[src/mbct_pkg.sv]
`timescale 1ns / 1ps
`default_nettype none
// ----------------------------------------------------------------------------
// mbct_pkg
// Types, widths and constants of the mask centroid tracker.
// ----------------------------------------------------------------------------
package mbct_pkg;

   localparam int COL_W      = 10;
   localparam int ROW_W      = 9;
   localparam int TOTAL_W    = 28;
   localparam int COUNT_W    = 19;
   localparam int MISS_W     = 8;
   localparam int SIZE_W     = 12;
   localparam int CSR_IDX_W  = 3;
   localparam int CSR_DATA_W = 19;

   localparam int FRAME_WIDTH  = 640;
   localparam int FRAME_HEIGHT = 480;
   localparam logic [COL_W:0] FRAME_COL_LIMIT = (COL_W + 1)'(FRAME_WIDTH);
   localparam logic [ROW_W:0] FRAME_ROW_LIMIT = (ROW_W + 1)'(FRAME_HEIGHT);

   // Register indexes
   localparam logic [CSR_IDX_W-1:0] CSR_WINDOW_LEFT   = 3'd0;
   localparam logic [CSR_IDX_W-1:0] CSR_WINDOW_RIGHT  = 3'd1;
   localparam logic [CSR_IDX_W-1:0] CSR_WINDOW_TOP    = 3'd2;
   localparam logic [CSR_IDX_W-1:0] CSR_WINDOW_BOTTOM = 3'd3;
   localparam logic [CSR_IDX_W-1:0] CSR_MIN_PIXELS    = 3'd4;
   localparam logic [CSR_IDX_W-1:0] CSR_LOST_LIMIT    = 3'd5;
   localparam logic [CSR_IDX_W-1:0] CSR_OUT_WIDTH     = 3'd6;
   localparam logic [CSR_IDX_W-1:0] CSR_OUT_HEIGHT    = 3'd7;

   // Register reset values
   localparam logic [COL_W-1:0]   RST_WINDOW_LEFT   = 10'd80;
   localparam logic [COL_W-1:0]   RST_WINDOW_RIGHT  = 10'd450;
   localparam logic [ROW_W-1:0]   RST_WINDOW_TOP    = 9'd50;
   localparam logic [ROW_W-1:0]   RST_WINDOW_BOTTOM = 9'd260;
   localparam logic [COUNT_W-1:0] RST_MIN_PIXELS    = 19'd10;
   localparam logic [MISS_W-1:0]  RST_LOST_LIMIT    = 8'd10;
   localparam logic [SIZE_W-1:0]  RST_OUT_WIDTH     = 12'd1920;
   localparam logic [SIZE_W-1:0]  RST_OUT_HEIGHT    = 12'd1080;

   // Shared divider
   localparam int DIVIDEND_W = TOTAL_W;
   localparam int DIVISOR_W  = COUNT_W;
   localparam int DIV_STEPS  = DIVIDEND_W;
   localparam int DIV_CNT_W  = $clog2(DIV_STEPS);

   localparam int QUEUE_DEPTH = 2;
   localparam int QPTR_W      = $clog2(QUEUE_DEPTH);

   typedef struct packed {
      logic [COL_W-1:0] pixel_column;
      logic [ROW_W-1:0] pixel_row;
      logic             pixel_set;
      logic             frame_last;
   } req_type;

   typedef struct packed {
      logic [COL_W-1:0]  centre_column;
      logic [ROW_W-1:0]  centre_row;
      logic [SIZE_W-1:0] screen_column;
      logic [SIZE_W-1:0] screen_row;
      logic              found_now;
      logic              object_lost;
   } rsp_type;

   typedef struct packed {
      logic [COL_W-1:0]   window_left;
      logic [COL_W-1:0]   window_right;
      logic [ROW_W-1:0]   window_top;
      logic [ROW_W-1:0]   window_bottom;
      logic [COUNT_W-1:0] min_pixels;
      logic [MISS_W-1:0]  lost_limit;
      logic [SIZE_W-1:0]  out_width;
      logic [SIZE_W-1:0]  out_height;
   } cfg_type;

   typedef struct packed {
      logic [TOTAL_W-1:0] column_total;
      logic [TOTAL_W-1:0] row_total;
      logic [COUNT_W-1:0] set_count;
   } totals_type;

   typedef struct packed {
      logic                  start;
      logic [DIVIDEND_W-1:0] dividend;
      logic [DIVISOR_W-1:0]  divisor;
   } div_req_type;

   typedef struct packed {
      logic                  done;
      logic [DIVIDEND_W-1:0] quotient;
   } div_rsp_type;

endpackage
`default_nettype wire

[src/masked_blob_centroid_tracker_unit.sv]
`timescale 1ns / 1ps
`default_nettype none
// ----------------------------------------------------------------------------
// masked_blob_centroid_tracker_unit
// Tracks the centroid of set mask pixels in a window and maps it to
// projector coordinates, one result per frame.
// ----------------------------------------------------------------------------
// Pixels are taken one per cycle; intake only stalls when the two-entry
// queue of finished frame totals is full. Each frame is then resolved by a
// sequencer around one shared restoring divider: two centroid and two
// scaling divisions when the object is found, two scaling ones when it
// is missed. Frames that come faster queue up and then stall the pixel
// stream. Configuration registers reset to their documented values; the
// user must write them only while idle; the unit does not enforce it.
// ----------------------------------------------------------------------------
module masked_blob_centroid_tracker_unit import mbct_pkg::*; (
   input  logic                  clock,
   input  logic                  reset,
   input  logic                  req_valid,
   output logic                  req_stall,
   input  req_type               req_data,
   output logic                  rsp_valid,
   input  logic                  rsp_stall,
   output rsp_type               rsp_data,
   input  logic                  csr_wr_en,
   input  logic [CSR_IDX_W-1:0]  csr_index,
   input  logic [CSR_DATA_W-1:0] csr_wr_data
);

   cfg_type     cfg_ff, cfg_in;
   logic        push, pop, queue_full, queue_empty;
   totals_type  push_data, pop_data;
   div_req_type div_req;
   div_rsp_type div_rsp;

   always_comb begin
      cfg_in = cfg_ff;
      if (csr_wr_en) begin
         unique case (csr_index)
            CSR_WINDOW_LEFT:   cfg_in.window_left   = csr_wr_data[COL_W-1:0];
            CSR_WINDOW_RIGHT:  cfg_in.window_right  = csr_wr_data[COL_W-1:0];
            CSR_WINDOW_TOP:    cfg_in.window_top    = csr_wr_data[ROW_W-1:0];
            CSR_WINDOW_BOTTOM: cfg_in.window_bottom = csr_wr_data[ROW_W-1:0];
            CSR_MIN_PIXELS:    cfg_in.min_pixels    = csr_wr_data[COUNT_W-1:0];
            CSR_LOST_LIMIT:    cfg_in.lost_limit    = csr_wr_data[MISS_W-1:0];
            CSR_OUT_WIDTH:     cfg_in.out_width     = csr_wr_data[SIZE_W-1:0];
            CSR_OUT_HEIGHT:    cfg_in.out_height    = csr_wr_data[SIZE_W-1:0];
            default: begin
               cfg_in = cfg_ff;
            end
         endcase
      end
   end

   always_ff @(posedge clock) begin
      if (reset) begin
         cfg_ff.window_left   <= RST_WINDOW_LEFT;
         cfg_ff.window_right  <= RST_WINDOW_RIGHT;
         cfg_ff.window_top    <= RST_WINDOW_TOP;
         cfg_ff.window_bottom <= RST_WINDOW_BOTTOM;
         cfg_ff.min_pixels    <= RST_MIN_PIXELS;
         cfg_ff.lost_limit    <= RST_LOST_LIMIT;
         cfg_ff.out_width     <= RST_OUT_WIDTH;
         cfg_ff.out_height    <= RST_OUT_HEIGHT;
      end else begin
         cfg_ff <= cfg_in;
      end
   end

   mbct_front u_front (
      .clock      (clock),
      .reset      (reset),
      .cfg        (cfg_ff),
      .req_valid  (req_valid),
      .req_stall  (req_stall),
      .req_data   (req_data),
      .queue_full (queue_full),
      .push       (push),
      .push_data  (push_data)
   );

   mbct_queue u_queue (
      .clock     (clock),
      .reset     (reset),
      .push      (push),
      .push_data (push_data),
      .pop       (pop),
      .pop_data  (pop_data),
      .full      (queue_full),
      .empty     (queue_empty)
   );

   mbct_div u_div (
      .clock   (clock),
      .reset   (reset),
      .div_req (div_req),
      .div_rsp (div_rsp)
   );

   mbct_back u_back (
      .clock       (clock),
      .reset       (reset),
      .cfg         (cfg_ff),
      .queue_empty (queue_empty),
      .queue_data  (pop_data),
      .pop         (pop),
      .div_req     (div_req),
      .div_rsp     (div_rsp),
      .rsp_valid   (rsp_valid),
      .rsp_stall   (rsp_stall),
      .rsp_data    (rsp_data)
   );

endmodule
`default_nettype wire

[src/mbct_front.sv]
`timescale 1ns / 1ps
`default_nettype none
// ----------------------------------------------------------------------------
// mbct_front
// Pixel intake: window test and saturating totals, one pixel a cycle unless the queue is full.
// Pushes the frame totals into the queue on the last pixel of a frame.
// ----------------------------------------------------------------------------
module mbct_front import mbct_pkg::*; (
   input  logic       clock,
   input  logic       reset,
   input  cfg_type    cfg,
   input  logic       req_valid,
   output logic       req_stall,
   input  req_type    req_data,
   input  logic       queue_full,
   output logic       push,
   output totals_type push_data
);

   logic [TOTAL_W-1:0] col_total_ff, col_total_in;
   logic [TOTAL_W-1:0] row_total_ff, row_total_in;
   logic [COUNT_W-1:0] count_ff, count_in;

   logic               accept;
   logic               in_window;
   logic [TOTAL_W:0]   col_sum, row_sum;
   logic [COUNT_W:0]   count_sum;
   totals_type         acc;

   assign req_stall = queue_full;
   assign accept    = req_valid && !queue_full;

   always_comb begin
      in_window = req_data.pixel_set
         && ({1'b0, req_data.pixel_column} < FRAME_COL_LIMIT)
         && ({1'b0, req_data.pixel_row} < FRAME_ROW_LIMIT)
         && (req_data.pixel_column >= cfg.window_left)
         && (req_data.pixel_column < cfg.window_right)
         && (req_data.pixel_row >= cfg.window_top)
         && (req_data.pixel_row < cfg.window_bottom);

      col_sum   = {1'b0, col_total_ff}
                + {{(TOTAL_W + 1 - COL_W){1'b0}}, req_data.pixel_column};
      row_sum   = {1'b0, row_total_ff}
                + {{(TOTAL_W + 1 - ROW_W){1'b0}}, req_data.pixel_row};
      count_sum = {1'b0, count_ff} + (COUNT_W + 1)'(1);

      acc.column_total = col_total_ff;
      acc.row_total    = row_total_ff;
      acc.set_count    = count_ff;
      if (in_window) begin
         // saturate on overlong frames
         acc.column_total = col_sum[TOTAL_W] ? '1 : col_sum[TOTAL_W-1:0];
         acc.row_total    = row_sum[TOTAL_W] ? '1 : row_sum[TOTAL_W-1:0];
         acc.set_count    = count_sum[COUNT_W] ? '1 : count_sum[COUNT_W-1:0];
      end

      push         = accept && req_data.frame_last;
      push_data    = acc;
      col_total_in = col_total_ff;
      row_total_in = row_total_ff;
      count_in     = count_ff;
      if (accept) begin
         if (req_data.frame_last) begin
            col_total_in = '0;
            row_total_in = '0;
            count_in     = '0;
         end else begin
            col_total_in = acc.column_total;
            row_total_in = acc.row_total;
            count_in     = acc.set_count;
         end
      end
   end

   always_ff @(posedge clock) begin
      if (reset) begin
         col_total_ff <= '0;
         row_total_ff <= '0;
         count_ff     <= '0;
      end else begin
         col_total_ff <= col_total_in;
         row_total_ff <= row_total_in;
         count_ff     <= count_in;
      end
   end

endmodule
`default_nettype wire

[src/mbct_queue.sv]
`timescale 1ns / 1ps
`default_nettype none
// ----------------------------------------------------------------------------
// mbct_queue
// Short queue of frame totals between the intake and the back end.
// ----------------------------------------------------------------------------
module mbct_queue import mbct_pkg::*; (
   input  logic       clock,
   input  logic       reset,
   input  logic       push,
   input  totals_type push_data,
   input  logic       pop,
   output totals_type pop_data,
   output logic       full,
   output logic       empty
);

   totals_type          entry_ff [QUEUE_DEPTH];
   logic [QPTR_W-1:0]   wr_ptr_ff, wr_ptr_in;
   logic [QPTR_W-1:0]   rd_ptr_ff, rd_ptr_in;
   logic [QPTR_W:0]     fill_ff, fill_in;
   logic                do_push, do_pop;

   assign full     = (fill_ff == (QPTR_W + 1)'(QUEUE_DEPTH));
   assign empty    = (fill_ff == '0);
   assign pop_data = entry_ff[rd_ptr_ff];

   always_comb begin
      do_push   = push && !full;
      do_pop    = pop && !empty;
      wr_ptr_in = wr_ptr_ff;
      rd_ptr_in = rd_ptr_ff;
      fill_in   = fill_ff;
      if (do_push) begin
         wr_ptr_in = (wr_ptr_ff == QPTR_W'(QUEUE_DEPTH - 1)) ? '0 : wr_ptr_ff + 1'b1;
      end
      if (do_pop) begin
         rd_ptr_in = (rd_ptr_ff == QPTR_W'(QUEUE_DEPTH - 1)) ? '0 : rd_ptr_ff + 1'b1;
      end
      if (do_push && !do_pop) begin
         fill_in = fill_ff + 1'b1;
      end else if (do_pop && !do_push) begin
         fill_in = fill_ff - 1'b1;
      end
   end

   always_ff @(posedge clock) begin
      if (reset) begin
         wr_ptr_ff <= '0;
         rd_ptr_ff <= '0;
         fill_ff   <= '0;
      end else begin
         wr_ptr_ff <= wr_ptr_in;
         rd_ptr_ff <= rd_ptr_in;
         fill_ff   <= fill_in;
      end
   end

   always_ff @(posedge clock) begin
      if (do_push) begin
         entry_ff[wr_ptr_ff] <= push_data;
      end
   end

endmodule
`default_nettype wire

[src/mbct_div.sv]
`timescale 1ns / 1ps
`default_nettype none
// ----------------------------------------------------------------------------
// mbct_div
// Restoring divider, one quotient bit a cycle. Shared by the centroid and
// the projector scaling steps.
// ----------------------------------------------------------------------------
module mbct_div import mbct_pkg::*; (
   input  logic        clock,
   input  logic        reset,
   input  div_req_type div_req,
   output div_rsp_type div_rsp
);

   logic                  busy_ff, busy_in;
   logic                  done_ff, done_in;
   logic [DIV_CNT_W-1:0]  cnt_ff, cnt_in;
   logic [DIVIDEND_W-1:0] quo_ff, quo_in;
   logic [DIVISOR_W-1:0]  rem_ff, rem_in;
   logic [DIVISOR_W-1:0]  dvs_ff, dvs_in;

   logic [DIVISOR_W:0]    trial;
   logic [DIVISOR_W+1:0]  diff;
   logic                  ge;
   logic                  last;

   assign div_rsp.done     = done_ff;
   assign div_rsp.quotient = quo_ff;

   always_comb begin
      trial = {rem_ff, quo_ff[DIVIDEND_W-1]};
      diff  = {1'b0, trial} - {2'b00, dvs_ff};
      ge    = !diff[DIVISOR_W+1];
      last  = (cnt_ff == DIV_CNT_W'(DIV_STEPS - 1));

      busy_in = busy_ff;
      done_in = busy_ff && last;
      cnt_in  = cnt_ff;
      quo_in  = quo_ff;
      rem_in  = rem_ff;
      dvs_in  = dvs_ff;
      if (div_req.start) begin
         busy_in = 1'b1;
         cnt_in  = '0;
         quo_in  = div_req.dividend;
         rem_in  = '0;
         dvs_in  = div_req.divisor;
      end else if (busy_ff) begin
         if (last) begin
            busy_in = 1'b0;
         end
         cnt_in = cnt_ff + 1'b1;
         quo_in = {quo_ff[DIVIDEND_W-2:0], ge};
         rem_in = ge ? diff[DIVISOR_W-1:0] : trial[DIVISOR_W-1:0];
      end
   end

   always_ff @(posedge clock) begin
      if (reset) begin
         busy_ff <= 1'b0;
         done_ff <= 1'b0;
         cnt_ff  <= '0;
      end else begin
         busy_ff <= busy_in;
         done_ff <= done_in;
         cnt_ff  <= cnt_in;
      end
   end

   always_ff @(posedge clock) begin
      quo_ff <= quo_in;
      rem_ff <= rem_in;
      dvs_ff <= dvs_in;
   end

endmodule
`default_nettype wire

[src/mbct_back.sv]
`timescale 1ns / 1ps
`default_nettype none
// ----------------------------------------------------------------------------
// mbct_back
// Per-frame sequencer: centroid, hold and miss tracking, projector scaling
// and the result register.
// ----------------------------------------------------------------------------
module mbct_back import mbct_pkg::*; (
   input  logic        clock,
   input  logic        reset,
   input  cfg_type     cfg,
   input  logic        queue_empty,
   input  totals_type  queue_data,
   output logic        pop,
   output div_req_type div_req,
   input  div_rsp_type div_rsp,
   output logic        rsp_valid,
   input  logic        rsp_stall,
   output rsp_type     rsp_data
);

   localparam logic [2:0] ST_IDLE     = 3'd0;
   localparam logic [2:0] ST_DIV_COL  = 3'd1;
   localparam logic [2:0] ST_DIV_ROW  = 3'd2;
   localparam logic [2:0] ST_SCALE    = 3'd3;
   localparam logic [2:0] ST_DIV_SCOL = 3'd4;
   localparam logic [2:0] ST_DIV_SROW = 3'd5;
   localparam logic [2:0] ST_EMIT     = 3'd6;

   localparam logic [MISS_W-1:0] MISS_MAX = '1;

   logic [2:0]          state_ff, state_in;
   logic [TOTAL_W-1:0]  row_total_ff, row_total_in;
   logic [COUNT_W-1:0]  count_ff, count_in;
   logic                found_ff, found_in;
   logic                lost_ff, lost_in;
   logic [COL_W-1:0]    held_col_ff, held_col_in;
   logic [ROW_W-1:0]    held_row_ff, held_row_in;
   logic [MISS_W-1:0]   miss_ff, miss_in;
   logic [SIZE_W-1:0]   scol_ff, scol_in;
   logic [SIZE_W-1:0]   srow_ff, srow_in;
   logic                rsp_valid_ff, rsp_valid_in;
   rsp_type             rsp_data_ff, rsp_data_in;

   logic                lost_now;
   logic [COL_W-1:0]    col_diff, col_span;
   logic [ROW_W-1:0]    row_diff, row_span;
   logic [COL_W+SIZE_W-1:0] col_prod;
   logic [ROW_W+SIZE_W-1:0] row_prod;
   logic [SIZE_W-1:0]   q_screen;

   assign rsp_valid = rsp_valid_ff;
   assign rsp_data  = rsp_data_ff;

   always_comb begin
      lost_now = (miss_ff > cfg.lost_limit);
      col_diff = held_col_ff - cfg.window_left;
      col_span = cfg.window_right - cfg.window_left;
      row_diff = cfg.window_bottom - held_row_ff;
      row_span = cfg.window_bottom - cfg.window_top;
      col_prod = col_diff * cfg.out_width;
      row_prod = row_diff * cfg.out_height;
      q_screen = (div_rsp.quotient[DIVIDEND_W-1:SIZE_W] != '0) ? '1
               : div_rsp.quotient[SIZE_W-1:0];

      state_in     = state_ff;
      row_total_in = row_total_ff;
      count_in     = count_ff;
      found_in     = found_ff;
      lost_in      = lost_ff;
      held_col_in  = held_col_ff;
      held_row_in  = held_row_ff;
      miss_in      = miss_ff;
      scol_in      = scol_ff;
      srow_in      = srow_ff;
      rsp_valid_in = rsp_valid_ff && rsp_stall;
      rsp_data_in  = rsp_data_ff;
      pop          = 1'b0;
      div_req      = '0;

      unique case (state_ff)
         ST_IDLE: begin
            if (!queue_empty) begin
               pop          = 1'b1;
               row_total_in = queue_data.row_total;
               count_in     = queue_data.set_count;
               found_in     = (queue_data.set_count > cfg.min_pixels);
               if (queue_data.set_count > cfg.min_pixels) begin
                  div_req.start    = 1'b1;
                  div_req.dividend = queue_data.column_total;
                  div_req.divisor  = queue_data.set_count;
                  state_in         = ST_DIV_COL;
               end else begin
                  if (miss_ff != MISS_MAX) begin
                     miss_in = miss_ff + 1'b1;
                  end
                  state_in = ST_SCALE;
               end
            end
         end
         ST_DIV_COL: begin
            if (div_rsp.done) begin
               held_col_in = (div_rsp.quotient[DIVIDEND_W-1:COL_W] != '0) ? '1
                           : div_rsp.quotient[COL_W-1:0];
               div_req.start    = 1'b1;
               div_req.dividend = row_total_ff;
               div_req.divisor  = count_ff;
               state_in         = ST_DIV_ROW;
            end
         end
         ST_DIV_ROW: begin
            if (div_rsp.done) begin
               held_row_in = (div_rsp.quotient[DIVIDEND_W-1:ROW_W] != '0) ? '1
                           : div_rsp.quotient[ROW_W-1:0];
               miss_in     = '0;
               state_in    = ST_SCALE;
            end
         end
         ST_SCALE: begin
            lost_in       = lost_now;
            div_req.start = 1'b1;
            // a lost object, a degenerate window or a point left of it scales to zero
            if (!lost_now && (cfg.window_right > cfg.window_left)
                  && (held_col_ff > cfg.window_left)) begin
               div_req.dividend = DIVIDEND_W'(col_prod);
               div_req.divisor  = DIVISOR_W'(col_span);
            end else begin
               div_req.dividend = '0;
               div_req.divisor  = DIVISOR_W'(1);
            end
            state_in = ST_DIV_SCOL;
         end
         ST_DIV_SCOL: begin
            if (div_rsp.done) begin
               scol_in       = q_screen;
               div_req.start = 1'b1;
               if (!lost_ff && (cfg.window_bottom > cfg.window_top)
                     && (cfg.window_bottom > held_row_ff)) begin
                  div_req.dividend = DIVIDEND_W'(row_prod);
                  div_req.divisor  = DIVISOR_W'(row_span);
               end else begin
                  div_req.dividend = '0;
                  div_req.divisor  = DIVISOR_W'(1);
               end
               state_in = ST_DIV_SROW;
            end
         end
         ST_DIV_SROW: begin
            if (div_rsp.done) begin
               srow_in  = q_screen;
               state_in = ST_EMIT;
            end
         end
         ST_EMIT: begin
            if (!rsp_valid_ff || !rsp_stall) begin
               rsp_valid_in              = 1'b1;
               rsp_data_in.centre_column = lost_ff ? '0 : held_col_ff;
               rsp_data_in.centre_row    = lost_ff ? '0 : held_row_ff;
               rsp_data_in.screen_column = scol_ff;
               rsp_data_in.screen_row    = srow_ff;
               rsp_data_in.found_now     = found_ff;
               rsp_data_in.object_lost   = lost_ff;
               state_in                  = ST_IDLE;
            end
         end
         default: begin
            state_in = ST_IDLE;
         end
      endcase
   end

   always_ff @(posedge clock) begin
      if (reset) begin
         state_ff     <= ST_IDLE;
         held_col_ff  <= '0;
         held_row_ff  <= '0;
         miss_ff      <= '0;
         rsp_valid_ff <= 1'b0;
      end else begin
         state_ff     <= state_in;
         held_col_ff  <= held_col_in;
         held_row_ff  <= held_row_in;
         miss_ff      <= miss_in;
         rsp_valid_ff <= rsp_valid_in;
      end
   end

   always_ff @(posedge clock) begin
      row_total_ff <= row_total_in;
      count_ff     <= count_in;
      found_ff     <= found_in;
      lost_ff      <= lost_in;
      scol_ff      <= scol_in;
      srow_ff      <= srow_in;
      rsp_data_ff  <= rsp_data_in;
   end

endmodule
`default_nettype wire

[config.mk]
export PLATFORM = sky130hd
export DESIGN_NAME = masked_blob_centroid_tracker_unit
export DESIGN_NICKNAME = d
export VERILOG_FILES = /design/src/mbct_pkg.sv /design/src/masked_blob_centroid_tracker_unit.sv /design/src/mbct_front.sv /design/src/mbct_queue.sv /design/src/mbct_div.sv /design/src/mbct_back.sv
export SDC_FILE = /design/constraint.sdc
export NUM_CORES = 2
export LEC_CHECK = 0
export BUFFER_PORTS_ARGS = -buffer_cell sky130_fd_sc_hd__buf_2
export CAP_MARGIN = 20
export CORE_ASPECT_RATIO = 2
export CORE_MARGIN = 4
export CORE_UTILIZATION = 58
export DETAILED_ROUTE_END_ITERATION = 7
export PLACE_DENSITY = 0.79
export SLEW_MARGIN = 20
export SYNTH_ARGS = -nofsm -noshare
export SYNTH_HDL_FRONTEND = slang
export SYNTH_HIERARCHICAL = 1
export SYNTH_SLANG_ARGS = --single-unit
[constraint.sdc]
create_clock -name clock -period 7.75 [get_ports clock]
set_input_delay 1.1625 -clock clock [delete_from_list [all_inputs] [get_ports clock]]
set_output_delay 1.1625 -clock clock [all_outputs]
set_load 0.01 [all_outputs]
==> metrics.txt <==
pwr dens 246.1 nW/um^2; Worst slew margin 0.2338; Core Util, Final 0.6335; synth unique cells 107; Final period util 0.9719; Vias 26,730; Peak VDD IR 202.7 uV; Post-synth EDFFs 315; core area 60,070 sq um; number of global-route vias before repair 27,140; reg2reg setup slack 220 ps; metal2 WL 52.38 mm; Setup WS post-layout 218.0 ps; synth warn 6; DR iter-0 viols 2,287; die area 64,830 sq um; leading cell type in the layout, fill and taps excluded inv_1; WHS 415.9 ps; Multi-input gate area 19,200 sq um; met3 WL 5.414 mm; GR Overflow Total 0; worst hold endpoint u_back/rsp_data[11]; Sink Count 541; Reg clk slew, reported paths 70 ps; Worst EP arrival 7880 ps; Hold-fix buffers, CTS 0; hold depth 0; Reg area 13,990 sq um; Hold Fails Final Rpt 0; Slew Limit Fails 0; DRT met1 WL 35.68 mm; Seq/Total Area, Yosys 0.3979; P_leak 15.49 nW; cell taking the most area after synthesis edfxtp_1; number of fill cells 4,868; Initial Util 0.5851; complex-gate fraction of the synthesized area 0.1372; die height 356.1 um; share of cells above drive strength 1 0.1312; clock root cell clkbuf_16; largest family of logic cells by synthesized area adder cells; Die Span X 182.1 um; Worst Tran Pin Value 1149 ps; Mapped Cells 3,394; type of the worst setup path flop to flop; Area Overhead vs Synth 8.285%; first-pass GRT wire length 159.7 mm; Worst Setup End Kind flop; minimum clock period 7532 ps; ys flop type edfxtp_1; R2R depth 26; adder-cell area share of the yosys netlist 0.1747; Skew-Pair Late Insertion Delay 620 ps; post-route ant nets 0; Max-Cap Viols 0; r2r endpoint u_div/quo_ff[14]; DR top layer met4; CP Launch Type flop; port buffer count 94; wire per inst 24.64 um; Post-Route Skew 32.10 ps; Setup-failing EPs final 0; type of the worst min-delay path flop to flop; CTS tree yes; Top Family by Delay on Critical Path adder cells; DRT Wirelength 104.9 mm; drt drc 0; H-tree Lvls 2; largest cells by area after synthesis edfxtp_1 27%, dfxtp_1 13%, fa_1 8.9%; reg-to-reg startpoint u_back/held_row_ff[0]; Mapped Area 35,140 sq um; cts bufs inserted 48; Achievable Freq 132.8 MHz; hold path startpoint u_back/srow_ff[9]; mux share of post-synthesis cell area 0.06555; vias per cell 6.278; xor-xnor portion of the synthesized cell area 0.02393; Synth top area share 0.2692; simple-gate share of the synthesized area 0.1415; sum of negative setup slack 0 ps; Setup Slack @ Placement 102.9 ps; max incr delay on CP 630 ps; syn_nets 3,839; gr usage total 0.3221; most frequent cells in the layout 360 x inv_1, 315 x edfxtp_1, 241 x nand2_1; routability cong. 1.042; Slowest cell on crit path fa_1; share of flip-flops with an asynchronous set or reset 0; Buf/Inv on CP 3; status completed; clk buf depth 3; initial antenna violation count 0; Syn Area/Cell 10.35 sq um; cell mode on critical path fa_1; diode count 0; DRT Pass-1 Iters 7; Detailed Place HPWL 80.67 mm; Crit Path Max Fanout 7; num rows 127; Yosys reg bits 541; largest net degree at the start of global routing 99; Req. time, crit path 8100 ps; Layout Nets 3,890; IO Count 95
[report_power, final]
group | leakage, nW | total [mW] | internal (mW) | switching [mW]
Combinational | 10.1 | 3.06 | 1.13 | 1.93
Clock | 0.753 | 2.45 | 1.30 | 1.15
Sequential | 4.63 | 3.85 | 3.58 | 0.279
Total | 15.5 | 9.36 | 6.01 | 3.36
[final cells by class]
type | count | area share
tap | 774 | 0.02545
clock inverter | 30 | 0.008582
inverter | 363 | 0.03581
multi-input combinational | 2338 | 0.5047
timing repair buffer | 153 | 0.02440
sequential | 541 | 0.3677
clock buffer | 59 | 0.03344
[cells by family (layout without fill, tap and decap cells)]
logic type      after synthesis  after routing
xor+xnor                     96             96
flops                       541            541
compound gates              685            685
mux                         216            216
simple gates                944            944
buf+inv                     515            605
fa+ha+maj                   397            397
[flip-flops by register name, summed over array words and instances (netlist names), 5 cells and up, named ones only]
signal	flops
u_back/row_total_ff	28
u_back/count_ff	19
u_div/rem_ff	19
u_div/cnt_ff	5
u_back/miss_ff	8
cfg_ff	89
u_back/held_col_ff	10
u_div/quo_ff	28
u_front/col_total_ff	28
u_back/srow_ff	12
u_back/scol_ff	12
u_front/row_total_ff	28
u_back/rsp_data	45
u_back/held_row_ff	9
u_queue/entry_ff	150
u_front/count_ff	19
u_div/dvs_ff	19
[how the worst max path moves through the flow]
stage,from,to,cells after the start
floorplan,cfg_ff[80],u_div/quo_ff[21],28
global placement,cfg_ff[80],u_div/quo_ff[21],28
detailed placement,cfg_ff[80],u_div/quo_ff[21],28
CTS,cfg_ff[80],u_div/quo_ff[21],28
global route,cfg_ff[79],u_div/quo_ff[21],28
finish,u_back/held_row_ff[0],u_div/quo_ff[14],26
[cell usage after synthesis, drive strengths merged (21+ instances only)]
library cell,n
nand2b,135
xnor2,55
and3,21
nand3,47
dfxtp,226
nand4,43
a311oi,21
a22o,32
buf,61
a211oi,29
inv,363
mux2,113
o21ai,100
fa,156
nor3,35
clkbuf,91
nor2b,35
nand2,241
a21o,40
mux2i,103
nor2,178
a21oi,198
edfxtp,315
a222oi,21
and2,121
a31oi,62
nor4,21
xor2,41
ha,241
[routing by layer]
layer,vias up,track usage
li1,12160,-
met1,13100,0.3401
met2,1105,0.5670
met3,373,0.03739
met4,0,0.2709
met5,-,0
[metrics by stage]
step,instances,power [mW],area (sq um)
2_1_floorplan,3394,5.927,35150
3_3_place_gp,4167,6.848,36370
3_5_place_dp,4167,6.894,36370
4_1_cts,4256,9.333,37970
5_1_grt,4258,9.787,38050
6_report,4258,9.364,38050
[repair_timing]
action | in CTS | in global routing
endpoints found under the setup margin | 0 | 5
gates resized for setup | 0 | 18
buffers inserted | 0 | 2
No activity file was read; power rests on OpenSTA's default activity.
